<file path="config.mk">
export PLATFORM = sky130hd
export DESIGN_NAME = http_seed_request_classifier_unit
export DESIGN_NICKNAME = d
export VERILOG_FILES = /design/src/design/hsrc_pkg.sv /design/src/design/hsrc_digit.sv /design/src/design/hsrc_parser.sv /design/src/design/http_seed_request_classifier_unit.sv
export SDC_FILE = /design/constraint.sdc
export NUM_CORES = 2
export LEC_CHECK = 0
export BUFFER_PORTS_ARGS = -buffer_cell sky130_fd_sc_hd__clkbuf_2
export CAP_MARGIN = 20
export CELL_PAD_IN_SITES_DETAIL_PLACEMENT = 1
export CELL_PAD_IN_SITES_GLOBAL_PLACEMENT = 1
export CORE_ASPECT_RATIO = 1.2
export CORE_MARGIN = 1.5
export CORE_UTILIZATION = 49
export CTS_BUF_LIST = sky130_fd_sc_hd__clkbuf_8 sky130_fd_sc_hd__clkbuf_16
export CTS_CLUSTER_DIAMETER = 200
export DETAILED_ROUTE_END_ITERATION = 8
export HOLD_SLACK_MARGIN = 0.06
export PLACE_DENSITY_LB_ADDON = 0.1
export SYNTH_ARGS = -nofsm -noshare
export SYNTH_HDL_FRONTEND = slang
export SYNTH_HIERARCHICAL = 1
export SYNTH_SLANG_ARGS = --single-unit
</file>
<file path="constraint.sdc">
create_clock -name clk -period 22.3 [get_ports clk]
set_input_delay 3.345 -clock clk [delete_from_list [all_inputs] [get_ports clk]]
set_output_delay 3.345 -clock clk [all_outputs]
set_load 0.1 [all_outputs]
</file>
<file path="src/design/hsrc_pkg.sv">
`timescale 1ns / 1ps
// ----------------------------------------------------------------------------
// hsrc_pkg
// Shared codes, literal tables and result type for the seed request classifier.
// ----------------------------------------------------------------------------
package hsrc_pkg;

  localparam int MaxRequestBytes = 4096;
  localparam int SpaceWindow     = 24;
  localparam int RootChars       = 39;
  localparam int PathBits        = 5 * RootChars;

  localparam logic [1:0] ST_OK         = 2'd0;
  localparam logic [1:0] ST_NOT_OURS   = 2'd1;
  localparam logic [1:0] ST_BAD_METHOD = 2'd2;
  localparam logic [1:0] ST_NOT_FOUND  = 2'd3;

  localparam logic [3:0] P_METHOD     = 4'd0;
  localparam logic [3:0] P_OTHER_SEED = 4'd1;
  localparam logic [3:0] P_PREFIX     = 4'd2;
  localparam logic [3:0] P_PATH       = 4'd3;
  localparam logic [3:0] P_QUERY      = 4'd4;
  localparam logic [3:0] P_VERSION    = 4'd5;
  localparam logic [3:0] P_NAME       = 4'd6;
  localparam logic [3:0] P_VALUE      = 4'd7;
  localparam logic [3:0] P_DONE       = 4'd8;
  localparam logic [3:0] P_SKIP       = 4'd9;

  localparam int F_GET_DEAD  = 0;
  localparam int F_HEAD_DEAD = 1;
  localparam int F_HEAD      = 2;
  localparam int F_NUL       = 3;
  localparam int F_INM       = 4;
  localparam int F_LINE_HIT  = 5;
  localparam int F_CR        = 6;
  localparam int F_TRAIL     = 7;

  localparam logic [1:0] K_NONE  = 2'd0;
  localparam logic [1:0] K_RANGE = 2'd1;
  localparam logic [1:0] K_INM   = 2'd2;

  localparam logic [2:0] R_LEAD = 3'd0;
  localparam logic [2:0] R_PFX  = 3'd1;
  localparam logic [2:0] R_LO   = 3'd2;
  localparam logic [2:0] R_HI   = 3'd3;
  localparam logic [2:0] R_BAD  = 3'd4;

  localparam logic [7:0] CH_CR    = 8'h0d;
  localparam logic [7:0] CH_LF    = 8'h0a;
  localparam logic [7:0] CH_SP    = 8'h20;
  localparam logic [7:0] CH_TAB   = 8'h09;
  localparam logic [7:0] CH_QUOTE = 8'h22;

  localparam int OutBits  = 2 + 1 + 1 + 64 * 5;
  localparam int OutBytes = (OutBits + 7) / 8;

  typedef struct packed {
    logic [1:0]   status;
    logic         head_only;
    logic         none_match_hit;
    logic [63:0]  range_first;
    logic [63:0]  range_last;
    logic [191:0] root;
  } hsrc_result_t;

  typedef struct packed {
    logic       step;
    logic       last;
    logic [7:0] data;
  } hsrc_byte_t;

  function automatic logic [7:0] get_ch(input logic [2:0] i);
    case (i)
      3'd0:    get_ch = "G";
      3'd1:    get_ch = "E";
      3'd2:    get_ch = "T";
      default: get_ch = " ";
    endcase
  endfunction

  function automatic logic [7:0] head_ch(input logic [2:0] i);
    case (i)
      3'd0:    head_ch = "H";
      3'd1:    head_ch = "E";
      3'd2:    head_ch = "A";
      3'd3:    head_ch = "D";
      default: head_ch = " ";
    endcase
  endfunction

  function automatic logic [7:0] seed_ch(input logic [2:0] i);
    case (i)
      3'd1:    seed_ch = "s";
      3'd2:    seed_ch = "e";
      3'd3:    seed_ch = "e";
      3'd4:    seed_ch = "d";
      default: seed_ch = "/";
    endcase
  endfunction

  function automatic logic [7:0] ver_ch(input logic [2:0] i);
    case (i)
      3'd0:    ver_ch = " ";
      3'd1:    ver_ch = "H";
      3'd2:    ver_ch = "T";
      3'd3:    ver_ch = "T";
      3'd4:    ver_ch = "P";
      3'd5:    ver_ch = "/";
      3'd6:    ver_ch = "1";
      default: ver_ch = ".";
    endcase
  endfunction

  function automatic logic [7:0] bytes_ch(input logic [2:0] i);
    case (i)
      3'd0:    bytes_ch = "b";
      3'd1:    bytes_ch = "y";
      3'd2:    bytes_ch = "t";
      3'd3:    bytes_ch = "e";
      3'd4:    bytes_ch = "s";
      default: bytes_ch = "=";
    endcase
  endfunction

  function automatic logic [7:0] range_ch(input logic [2:0] i);
    case (i)
      3'd0:    range_ch = "r";
      3'd1:    range_ch = "a";
      3'd2:    range_ch = "n";
      3'd3:    range_ch = "g";
      default: range_ch = "e";
    endcase
  endfunction

  function automatic logic [7:0] inm_ch(input logic [3:0] i);
    case (i)
      4'd0:    inm_ch = "i";
      4'd1:    inm_ch = "f";
      4'd2:    inm_ch = "-";
      4'd3:    inm_ch = "n";
      4'd4:    inm_ch = "o";
      4'd5:    inm_ch = "n";
      4'd6:    inm_ch = "e";
      4'd7:    inm_ch = "-";
      4'd8:    inm_ch = "m";
      4'd9:    inm_ch = "a";
      4'd10:   inm_ch = "t";
      4'd11:   inm_ch = "c";
      default: inm_ch = "h";
    endcase
  endfunction

  function automatic logic [7:0] to_lower(input logic [7:0] c);
    to_lower = (c >= "A" && c <= "Z") ? c + 8'd32 : c;
  endfunction

  function automatic logic [7:0] b32_char(input logic [4:0] v);
    b32_char = (v < 5'd26) ? 8'("A") + {3'd0, v} : 8'("2") + {3'd0, v} - 8'd26;
  endfunction

endpackage

</file>
<file path="src/design/hsrc_digit.sv">
`timescale 1ns / 1ps
// ----------------------------------------------------------------------------
// hsrc_digit
// Decimal accumulate step: acc * 10 + d with a 64-bit overflow flag.
// ----------------------------------------------------------------------------
module hsrc_digit (
  input  logic [63:0] acc,
  input  logic [3:0]  digit,
  output logic [63:0] sum,
  output logic        fits
);

  logic [67:0] wide;

  // times ten as two shifted adds
  assign wide = {1'b0, acc, 3'd0} + {3'd0, acc, 1'b0} + {64'd0, digit};
  assign sum  = wide[63:0];
  assign fits = (wide[67:64] == 4'd0);

endmodule

</file>
<file path="src/design/hsrc_parser.sv">
`timescale 1ns / 1ps
// ----------------------------------------------------------------------------
// hsrc_parser
// Per-byte request parser state and the result formed on the final byte.
// ----------------------------------------------------------------------------
module hsrc_parser #(
  parameter int MAX_REQUEST_BYTES = hsrc_pkg::MaxRequestBytes
) (
  input  logic                 clk,
  input  logic                 rst,
  input  hsrc_pkg::hsrc_byte_t in_byte,
  output hsrc_pkg::hsrc_result_t result
);

  localparam int BcW = $clog2(MAX_REQUEST_BYTES + 2);
  localparam logic [BcW-1:0] BcMax = BcW'(MAX_REQUEST_BYTES);
  localparam int PB = hsrc_pkg::PathBits;

  logic [BcW-1:0] byte_count, byte_count_next;
  logic [3:0]     phase, phase_next;
  logic [5:0]     lit, lit_next;
  logic [5:0]     tag_pos, tag_pos_next;
  logic [63:0]    low_accum, low_accum_next;
  logic [63:0]    high_accum, high_accum_next;
  logic [63:0]    kept_first, kept_first_next;
  logic [63:0]    kept_last, kept_last_next;
  logic [7:0]     flags, flags_next;
  logic [1:0]     outcome, outcome_next;
  logic [1:0]     hdr_kind, hdr_kind_next;
  logic           range_dead, range_dead_next;
  logic           inm_dead, inm_dead_next;
  logic [2:0]     rng, rng_next;
  logic           lo_any, lo_any_next;
  logic           hi_any, hi_any_next;
  logic [1:0]     star, star_next;
  logic [PB-1:0]  path;
  logic [PB-1:0]  tag_rot;
  logic           path_push, tag_adv;
  logic [4:0]     path_sym;

  logic [63:0] lo_sum, hi_sum;
  logic        lo_fits, hi_fits;
  logic [7:0]  c;
  logic [3:0]  dval;
  logic        is_digit;
  logic        got;
  logic        b32_ok;
  logic [4:0]  b32_v;
  logic [7:0]  want;
  logic [7:0]  lc;
  logic [1:0]  st;

  assign c        = in_byte.data;
  assign lc       = hsrc_pkg::to_lower(c);
  assign is_digit = (c >= "0") && (c <= "9");
  assign dval     = c[3:0];

  hsrc_digit u_lo (.acc(low_accum),  .digit(dval), .sum(lo_sum), .fits(lo_fits));
  hsrc_digit u_hi (.acc(high_accum), .digit(dval), .sum(hi_sum), .fits(hi_fits));

  always_comb begin
    b32_ok = 1'b1;
    b32_v  = 5'd0;
    if (c >= "A" && c <= "Z") begin
      b32_v = 5'(c - 8'("A"));
    end else if (c >= "2" && c <= "7") begin
      b32_v = 5'(c - 8'("2") + 8'd26);
    end else begin
      b32_ok = 1'b0;
    end
  end

  always_comb begin
    byte_count_next = byte_count;
    phase_next      = phase;
    lit_next        = lit;
    tag_pos_next    = tag_pos;
    low_accum_next  = low_accum;
    high_accum_next = high_accum;
    kept_first_next = kept_first;
    kept_last_next  = kept_last;
    flags_next      = flags;
    outcome_next    = outcome;
    hdr_kind_next   = hdr_kind;
    range_dead_next = range_dead;
    inm_dead_next   = inm_dead;
    rng_next        = rng;
    lo_any_next     = lo_any;
    hi_any_next     = hi_any;
    star_next       = star;
    path_push       = 1'b0;
    path_sym        = b32_v;
    tag_adv         = 1'b0;
    got             = 1'b0;
    want            = hsrc_pkg::CH_QUOTE;

    if (byte_count <= BcMax) byte_count_next = byte_count + 1'b1;
    if (c == 8'd0) flags_next[hsrc_pkg::F_NUL] = 1'b1;

    case (phase)
      hsrc_pkg::P_METHOD: begin
        if (!flags[hsrc_pkg::F_GET_DEAD]) begin
          if (byte_count < BcW'(4) && c == hsrc_pkg::get_ch(byte_count[2:0])) begin
            if (byte_count == BcW'(3)) begin
              phase_next = hsrc_pkg::P_PREFIX;
              lit_next   = 6'd0;
              got        = 1'b1;
            end
          end else begin
            flags_next[hsrc_pkg::F_GET_DEAD] = 1'b1;
          end
        end
        if (!got && !flags[hsrc_pkg::F_HEAD_DEAD]) begin
          if (byte_count < BcW'(5) && c == hsrc_pkg::head_ch(byte_count[2:0])) begin
            if (byte_count == BcW'(4)) begin
              flags_next[hsrc_pkg::F_HEAD] = 1'b1;
              phase_next = hsrc_pkg::P_PREFIX;
              lit_next   = 6'd0;
              got        = 1'b1;
            end
          end else begin
            flags_next[hsrc_pkg::F_HEAD_DEAD] = 1'b1;
          end
        end
        if (!got && flags_next[hsrc_pkg::F_GET_DEAD] && flags_next[hsrc_pkg::F_HEAD_DEAD]) begin
          if (c == hsrc_pkg::CH_SP && byte_count < BcW'(hsrc_pkg::SpaceWindow)) begin
            phase_next = hsrc_pkg::P_OTHER_SEED;
            lit_next   = 6'd0;
          end else if (byte_count >= BcW'(hsrc_pkg::SpaceWindow - 1)) begin
            outcome_next = hsrc_pkg::ST_NOT_OURS;
            phase_next   = hsrc_pkg::P_SKIP;
          end
        end
      end
      hsrc_pkg::P_OTHER_SEED, hsrc_pkg::P_PREFIX: begin
        if (lit < 6'd6 && c == hsrc_pkg::seed_ch(lit[2:0])) begin
          lit_next = lit + 6'd1;
          if (lit == 6'd5) begin
            if (phase == hsrc_pkg::P_OTHER_SEED) begin
              outcome_next = hsrc_pkg::ST_BAD_METHOD;
              phase_next   = hsrc_pkg::P_SKIP;
            end else begin
              phase_next = hsrc_pkg::P_PATH;
              lit_next   = 6'd0;
            end
          end
        end else begin
          outcome_next = hsrc_pkg::ST_NOT_OURS;
          phase_next   = hsrc_pkg::P_SKIP;
        end
      end
      hsrc_pkg::P_PATH: begin
        if (c == hsrc_pkg::CH_SP || c == "?" || c == hsrc_pkg::CH_CR || c == hsrc_pkg::CH_LF)
        begin
          if (lit == 6'(hsrc_pkg::RootChars) && c == hsrc_pkg::CH_SP) begin
            phase_next = hsrc_pkg::P_VERSION;
            lit_next   = 6'd1;
          end else if (lit == 6'(hsrc_pkg::RootChars) && c == "?") begin
            phase_next = hsrc_pkg::P_QUERY;
          end else begin
            outcome_next = hsrc_pkg::ST_NOT_FOUND;
            phase_next   = hsrc_pkg::P_SKIP;
          end
        end else if (lit >= 6'(hsrc_pkg::RootChars) || !b32_ok) begin
          outcome_next = hsrc_pkg::ST_NOT_FOUND;
          phase_next   = hsrc_pkg::P_SKIP;
        end else begin
          path_push = 1'b1;
          lit_next  = lit + 6'd1;
        end
      end
      hsrc_pkg::P_QUERY: begin
        if (c == hsrc_pkg::CH_SP) begin
          phase_next = hsrc_pkg::P_VERSION;
          lit_next   = 6'd1;
        end else if (c == hsrc_pkg::CH_CR || c == hsrc_pkg::CH_LF) begin
          outcome_next = hsrc_pkg::ST_NOT_FOUND;
          phase_next   = hsrc_pkg::P_SKIP;
        end
      end
      hsrc_pkg::P_VERSION: begin
        if ((lit < 6'd8 && c == hsrc_pkg::ver_ch(lit[2:0])) ||
            (lit == 6'd8 && (c == "0" || c == "1")) ||
            (lit == 6'd9 && c == hsrc_pkg::CH_CR)) begin
          lit_next = lit + 6'd1;
        end else if (lit == 6'd10 && c == hsrc_pkg::CH_LF) begin
          phase_next      = hsrc_pkg::P_NAME;
          lit_next        = 6'd0;
          range_dead_next = 1'b0;
          inm_dead_next   = 1'b0;
        end else begin
          outcome_next = hsrc_pkg::ST_NOT_FOUND;
          phase_next   = hsrc_pkg::P_SKIP;
        end
      end
      hsrc_pkg::P_NAME: begin
        if (lit == 6'd0 && (c == hsrc_pkg::CH_CR || c == hsrc_pkg::CH_LF)) begin
          phase_next = hsrc_pkg::P_DONE;
        end else if (c == hsrc_pkg::CH_LF) begin
          lit_next        = 6'd0;
          range_dead_next = 1'b0;
          inm_dead_next   = 1'b0;
        end else if (c == ":") begin
          if (lit == 6'd5 && !range_dead) hdr_kind_next = hsrc_pkg::K_RANGE;
          else if (lit == 6'd13 && !inm_dead) hdr_kind_next = hsrc_pkg::K_INM;
          else hdr_kind_next = hsrc_pkg::K_NONE;
          flags_next[hsrc_pkg::F_LINE_HIT] = 1'b0;
          flags_next[hsrc_pkg::F_CR]       = 1'b0;
          flags_next[hsrc_pkg::F_TRAIL]    = 1'b0;
          rng_next        = hsrc_pkg::R_LEAD;
          lo_any_next     = 1'b0;
          hi_any_next     = 1'b0;
          star_next       = 2'd0;
          tag_pos_next    = 6'd0;
          low_accum_next  = 64'd0;
          high_accum_next = 64'd0;
          lit_next        = 6'd0;
          phase_next      = hsrc_pkg::P_VALUE;
        end else begin
          if (lit >= 6'd5 || lc != hsrc_pkg::range_ch(lit[2:0])) range_dead_next = 1'b1;
          if (lit >= 6'd13 || lc != hsrc_pkg::inm_ch(lit[3:0])) inm_dead_next = 1'b1;
          if (lit < 6'd63) lit_next = lit + 6'd1;
        end
      end
      hsrc_pkg::P_VALUE: begin
        if (c == hsrc_pkg::CH_LF) begin
          if (hdr_kind == hsrc_pkg::K_RANGE && rng == hsrc_pkg::R_HI &&
              !(hi_any && high_accum < low_accum)) begin
            kept_first_next = low_accum;
            kept_last_next  = hi_any ? high_accum : '1;
          end else if (hdr_kind == hsrc_pkg::K_INM &&
                       (star == 2'd1 || flags[hsrc_pkg::F_LINE_HIT])) begin
            flags_next[hsrc_pkg::F_INM] = 1'b1;
          end
          phase_next      = hsrc_pkg::P_NAME;
          lit_next        = 6'd0;
          range_dead_next = 1'b0;
          inm_dead_next   = 1'b0;
        end else begin
          // a held CR that is not followed by LF counts as value text
          if (flags[hsrc_pkg::F_CR]) begin
            flags_next[hsrc_pkg::F_CR] = 1'b0;
            if (hdr_kind == hsrc_pkg::K_RANGE) begin
              rng_next = hsrc_pkg::R_BAD;
            end else if (hdr_kind == hsrc_pkg::K_INM) begin
              star_next    = 2'd2;
              tag_pos_next = 6'd0;
            end
          end
          if (c == hsrc_pkg::CH_CR) begin
            flags_next[hsrc_pkg::F_CR] = 1'b1;
          end else if (hdr_kind == hsrc_pkg::K_RANGE) begin
            if (rng_next != hsrc_pkg::R_BAD) begin
              if (c == hsrc_pkg::CH_SP || c == hsrc_pkg::CH_TAB) begin
                if (rng_next != hsrc_pkg::R_LEAD) flags_next[hsrc_pkg::F_TRAIL] = 1'b1;
              end else if (flags[hsrc_pkg::F_TRAIL]) begin
                rng_next = hsrc_pkg::R_BAD;
              end else begin
                case (rng_next)
                  hsrc_pkg::R_LEAD, hsrc_pkg::R_PFX: begin
                    if (rng_next == hsrc_pkg::R_LEAD) lit_next = 6'd0;
                    if (lit_next < 6'd6 && lc == hsrc_pkg::bytes_ch(lit_next[2:0])) begin
                      rng_next = (lit_next == 6'd5) ? hsrc_pkg::R_LO : hsrc_pkg::R_PFX;
                      lit_next = lit_next + 6'd1;
                    end else begin
                      rng_next = hsrc_pkg::R_BAD;
                    end
                  end
                  hsrc_pkg::R_LO: begin
                    if (is_digit) begin
                      if (lo_fits) begin
                        low_accum_next = lo_sum;
                        lo_any_next    = 1'b1;
                      end else begin
                        rng_next = hsrc_pkg::R_BAD;
                      end
                    end else if (c == "-" && lo_any) begin
                      rng_next = hsrc_pkg::R_HI;
                    end else begin
                      rng_next = hsrc_pkg::R_BAD;
                    end
                  end
                  default: begin
                    if (is_digit && hi_fits) begin
                      high_accum_next = hi_sum;
                      hi_any_next     = 1'b1;
                    end else begin
                      rng_next = hsrc_pkg::R_BAD;
                    end
                  end
                endcase
              end
            end
          end else if (hdr_kind == hsrc_pkg::K_INM) begin
            if (c != hsrc_pkg::CH_SP && c != hsrc_pkg::CH_TAB)
              star_next = (star_next == 2'd0 && c == "*") ? 2'd1 : 2'd2;
            if (tag_pos_next != 6'd0 && tag_pos_next <= 6'(hsrc_pkg::RootChars))
              want = hsrc_pkg::b32_char(tag_rot[PB-1 -: 5]);
            if (c == want) begin
              if (tag_pos_next >= 6'(hsrc_pkg::RootChars + 1)) begin
                flags_next[hsrc_pkg::F_LINE_HIT] = 1'b1;
                tag_pos_next = 6'd1;
              end else begin
                tag_adv      = (tag_pos_next != 6'd0);
                tag_pos_next = tag_pos_next + 6'd1;
              end
            end else begin
              tag_pos_next = (c == hsrc_pkg::CH_QUOTE) ? 6'd1 : 6'd0;
            end
          end
        end
      end
      default: ;
    endcase
  end

  // final status from the state after this byte
  always_comb begin
    if (flags_next[hsrc_pkg::F_NUL] || byte_count_next > BcMax) begin
      st = hsrc_pkg::ST_NOT_OURS;
    end else begin
      case (phase_next)
        hsrc_pkg::P_METHOD, hsrc_pkg::P_OTHER_SEED, hsrc_pkg::P_PREFIX:
          st = hsrc_pkg::ST_NOT_OURS;
        hsrc_pkg::P_PATH, hsrc_pkg::P_QUERY, hsrc_pkg::P_VERSION:
          st = hsrc_pkg::ST_NOT_FOUND;
        hsrc_pkg::P_NAME, hsrc_pkg::P_VALUE, hsrc_pkg::P_DONE:
          st = hsrc_pkg::ST_OK;
        default:
          st = outcome_next;
      endcase
    end
    result.status         = st;
    result.head_only      = 1'b0;
    result.none_match_hit = 1'b0;
    result.range_first    = 64'd0;
    result.range_last     = '1;
    result.root           = 192'd0;
    if (st == hsrc_pkg::ST_OK) begin
      result.head_only      = flags_next[hsrc_pkg::F_HEAD];
      result.none_match_hit = flags_next[hsrc_pkg::F_INM];
      result.range_first    = kept_first_next;
      result.range_last     = kept_last_next;
      result.root           = path[PB-1 -: 192];
    end
  end

  // first symbol ends up in the top bits; tag_rot rotates with the tag match
  always_ff @(posedge clk) begin
    if (in_byte.step) begin
      if (path_push) path <= {path[PB-6:0], path_sym};
      if (tag_pos_next == 6'd1) tag_rot <= path;
      else if (tag_adv) tag_rot <= {tag_rot[PB-6:0], tag_rot[PB-1 -: 5]};
    end
  end

  always_ff @(posedge clk) begin
    if (rst || (in_byte.step && in_byte.last)) begin
      byte_count <= '0;
      phase      <= hsrc_pkg::P_METHOD;
      lit        <= 6'd0;
      tag_pos    <= 6'd0;
      low_accum  <= 64'd0;
      high_accum <= 64'd0;
      kept_first <= 64'd0;
      kept_last  <= '1;
      flags      <= 8'd0;
      outcome    <= hsrc_pkg::ST_OK;
      hdr_kind   <= hsrc_pkg::K_NONE;
      range_dead <= 1'b0;
      inm_dead   <= 1'b0;
      rng        <= hsrc_pkg::R_LEAD;
      lo_any     <= 1'b0;
      hi_any     <= 1'b0;
      star       <= 2'd0;
    end else if (in_byte.step) begin
      byte_count <= byte_count_next;
      phase      <= phase_next;
      lit        <= lit_next;
      tag_pos    <= tag_pos_next;
      low_accum  <= low_accum_next;
      high_accum <= high_accum_next;
      kept_first <= kept_first_next;
      kept_last  <= kept_last_next;
      flags      <= flags_next;
      outcome    <= outcome_next;
      hdr_kind   <= hdr_kind_next;
      range_dead <= range_dead_next;
      inm_dead   <= inm_dead_next;
      rng        <= rng_next;
      lo_any     <= lo_any_next;
      hi_any     <= hi_any_next;
      star       <= star_next;
    end
  end

endmodule

</file>
<file path="src/design/http_seed_request_classifier_unit.sv">
`timescale 1ns / 1ps
// Path: input register, parser, then the result register that sets m_tvalid.
// Throughput: one byte per cycle; the parser handles each byte in a single
// pass between the input register and the result register.
// A result waiting on m_tready stalls only a following final byte.
// Reset: synchronous rst clears the parser state and both valid flags.
// ----------------------------------------------------------------------------
// http_seed_request_classifier_unit
// Streams request bytes in and emits one classification item per request.
// ----------------------------------------------------------------------------
module http_seed_request_classifier_unit #(
  parameter int MAX_REQUEST_BYTES = hsrc_pkg::MaxRequestBytes
) (
  input  logic                             clk,
  input  logic                             rst,
  input  logic                             s_tvalid,
  output logic                             s_tready,
  input  logic [7:0]                       s_tdata,   // data_byte
  input  logic                             s_tlast,   // last_byte
  output logic                             m_tvalid,
  input  logic                             m_tready,
  // status[1:0], head_only[2], none_match_hit[3], range_first[67:4],
  // range_last[131:68], root_word_high[195:132], root_word_mid[259:196],
  // root_word_low[323:260], zero pad
  output logic [8*hsrc_pkg::OutBytes-1:0]  m_tdata
);

  logic                   in_v;
  logic                   in_last;
  logic [7:0]             in_data;
  logic                   advance;
  hsrc_pkg::hsrc_byte_t   pbyte;
  hsrc_pkg::hsrc_result_t res;

  assign advance  = in_v && !(in_last && m_tvalid && !m_tready);
  assign s_tready = !in_v || advance;

  assign pbyte.step = advance;
  assign pbyte.last = in_last;
  assign pbyte.data = in_data;

  hsrc_parser #(.MAX_REQUEST_BYTES(MAX_REQUEST_BYTES)) u_parser (
    .clk     (clk),
    .rst     (rst),
    .in_byte (pbyte),
    .result  (res)
  );

  always_ff @(posedge clk) begin
    if (rst) begin
      in_v <= 1'b0;
    end else if (s_tready) begin
      in_v <= s_tvalid;
    end
    if (s_tready) begin
      in_data <= s_tdata;
      in_last <= s_tlast;
    end
  end

  always_ff @(posedge clk) begin
    if (rst) begin
      m_tvalid <= 1'b0;
    end else if (advance && in_last) begin
      m_tvalid <= 1'b1;
    end else if (m_tready) begin
      m_tvalid <= 1'b0;
    end
    if (advance && in_last) begin
      m_tdata <= {4'd0, res.root[63:0], res.root[127:64], res.root[191:128],
                  res.range_last, res.range_first, res.none_match_hit,
                  res.head_only, res.status};
    end
  end

endmodule

</file>
==> reports/qor.yml <==
outcome:
  outcome: "finished, final reports clean"
setup_path:
  cp.arrival_ns: 4.31
  endpoint_kind: "primary output"
  crit_top_cell: "clkbuf_2"
  cp.buffers_inverters: 2
  rrSetupSlack_ns: 15.79
  cp_slowest_cell: "clkbuf_2"
  crit_type: "in -> out"
  crit_chain: "clkbuf_2 > nand4b_4 > clkbuf_2"
  path_delay_family: "buffers and inverters"
  startpoint_type: "primary input"
  cp_data_required_time_ns: 18.95
  cp_slowest_stage_delay_ns: 0.53
  cp_max_fo: 11
power:
  leakage_nw: 22.2
  power_density_nw_per_um2: 70.4
  irDropWorstVdd_mv: 0.0593
  p_total_mw: 4.31
clocking:
  clock_latency_ns: 0.74
  post_cts_buffers: 0
  htreeDepth: 3
  cts_resized: 0
  clockBufferDepth: 3
  cts.sinks: 1037
  numCtsBuffers: 104
  cts_hold_buf: 0
  cts_root_buffer: "clkbuf_16"
  path_clk_slew_ns: 0.06
  cts_tree: "built"
die:
  die_h_um: 370
  fp.coreArea_um2: 111000
  rows: 134
  pin_count: 343
  die_x_um: 309
  start_util_pct: 49.5
  die-area_um2: 115000
logic_synthesis:
  ys_async_sr_fraction_pct: 0
  synth_cells: 5216
  synth_top_area_share_pct: 39.4
  yosys-top-cells-area: "edfxtp_1 (39%), dfxtp_1 (11%), ha_1 (7.8%)"
  synth_seq_area_share_pct: 50.8
  yosysWarnings: 6
  synth.most_common_cell: "edfxtp_1"
  syn_area_per_cell_um2: 10.6
  synth_flop_cell: "edfxtp_1"
  ys_ff_latch: 1037
  synth_common_cells: "edfxtp_1 (723), a21oi_1 (440), nand3_1 (409)"
  yosysUniqueCellTypes: 120
  yosysTopAreaCell: "edfxtp_1"
  synth_edf_count: 723
  netlist_area_um2: 55100
sta:
  finClkSkew_ns: 0.0529
  rsz0062_at_grt: "no"
  maxSlewViolCount: 0
  worst-slew-pin-transition_ns: 1.13
  relSlewSlack_pct: 24.7
  setup_tns_ns: 0
  clock.fmax_mhz: 131
  setup_viol: 0
  finalCriticalPeriod_ns: 7.66
  hold_violations: 0
  fin_crit_sh_pct: 34.3
final_layout:
  stdcell_count: 6908
  area_growth_pct: 11.2
  fin_nets: 5681
  drive_gt1_share_pct: 15.9
place:
  gp_congestion: 0.924
  dp_hpwl_um: 112000
  dpl.cell_count: 6711
  numPortBuffers: 338
global_route:
  globalRouteTotalUtil_pct: 28.6
  grt_start_max_net_pins: 193
  grt_overflow_total: 0
  grt_first_pass_wirelength_um: 257000
  antenna_found_initial: 1
  grt_pass1_vias: 43900
route:
  routedWlPerCell_um: 24.0
  dr.pass1.iters: 5
  vias: 42100
  remaining_drc_errors: 0
  routed_via_density: 6.09
  drt-total-wl_um: 166000
  first_iter_violations: 2871
  antenna_left: 0
job:
  cap_violations: 0
min_path:
  hold_path_class: "reg -> reg"
==> power breakdown <==
group | internal [mW] | switching, mW | total [mW] | leakage [nW]
clock | 1.15 | 0.800 | 1.95 | 1.89
sequential | 2.07 | 0.0111 | 2.08 | 8.39
combinational | 0.0516 | 0.235 | 0.286 | 11.9
total | 3.27 | 1.05 | 4.31 | 22.2
==> area by class of cell <==
class	instances	area [um2]
fill	12000	50200
sequential	1037	28000
multi-input combinational	3647	24900
clock buffer	110	2700
timing repair buffer	396	2150
tap	1496	1870
clock inverter	86	1140
inverter	135	507
antenna	1	2.50
==> worst paths after layout <==
kind                                end  depth (start not counted)         startpoint
setup / recovery               s_tready                          3           m_tready
hold / removal         u_parser/path[6]                          0   u_parser/path[1]
setup reg to reg  u_parser/tag_rot[145]                         16  u_parser/flags[6]
hold reg to reg        u_parser/path[6]                          0   u_parser/path[1]
==> cells by family after synthesis <==
logic type      synth area share [%]
compound gates                  14.9
xor+xnor                        2.46
fa+ha+maj                       7.93
buf+inv                         4.29
flops                           50.8
mux                             4.25
other cells                  0.00680
simple gates                    15.4
==> routing by layer <==
layer  track usage (%)  part of all wire, %  wire, um  vias to the layer above
met5                 0                    0         0                        -
met4              12.0                  3.9      6500                        0
met3              2.61                  3.0      5000                      277
met2              52.5                   53     87800                      888
met1              33.9                   40     66200                    21200
li1                  -                    -         -                    19800
==> cell usage in the layout, fill, tap and decap left out, types with 23 or more instances in the layout <==
master     count
a211oi_1      26
a21o_1        92
a21oi_1      436
a21oi_2       42
a31oi_1       88
and3_1       216
buf_4         56
bufinv_16     23
clkbuf_16    105
clkbuf_2     338
dfxtp_1      313
edfxtp_1     723
ha_1         343
inv_1        140
mux2_1        50
mux2_2       149
nand2_1      317
nand2b_1     103
nand3_1      409
nand4_1      121
nor2_1       167
nor2b_1       27
nor3_1        48
nor4_1        83
o21ai_0      375
o21bai_1      30
xnor2_1       92
xor2_1        63
==> worst register-to-register path: stages (launching register included) <==
cell	delay, ns
dfxtp_1	0.56
nand3b_1	0.32
and2_1	0.28
inv_1	0.05
ha_1	0.16
o21ai_0	0.24
nand2_1	0.21
nor4_1	0.10
o311ai_4	0.53
nand2b_1	0.31
a2bb2oi_1	0.24
nand4_1	0.17
or4_4	0.56
buf_4	0.42
a21oi_4	0.26
buf_4	0.65
buf_4	0.92
==> through the flow <==
step / utilization [%] / worst slack [ns] / hold WS [ns] / area (um2)
2_1_floorplan: - / 3.95 / 0.422 / 55200
3_3_place_gp: 51.5 / 14.64 / 0.425 / 57500
3_5_place_dp: 51.5 / 14.62 / 0.432 / 57500
4_1_cts: 55.0 / 14.63 / 0.464 / 61300
5_1_grt: 55.0 / 14.61 / 0.469 / 61300
6_report: 55.0 / 14.64 / 0.461 / 61300
==> sequential cells by signal (all words and copies together), names as in the netlist, 2 cells and up, named ones only <==
name                 count
in_data                  8
m_tdata                324
u_parser/byte_count     13
u_parser/flags           8
u_parser/hdr_kind        2
u_parser/high_accum     64
u_parser/kept_first     64
u_parser/kept_last      64
u_parser/lit             6
u_parser/low_accum      64
u_parser/outcome         2
u_parser/path          195
u_parser/phase           4
u_parser/rng             3
u_parser/star            2
u_parser/tag_pos         6
u_parser/tag_rot       195
(Power assumes the default switching activity.)
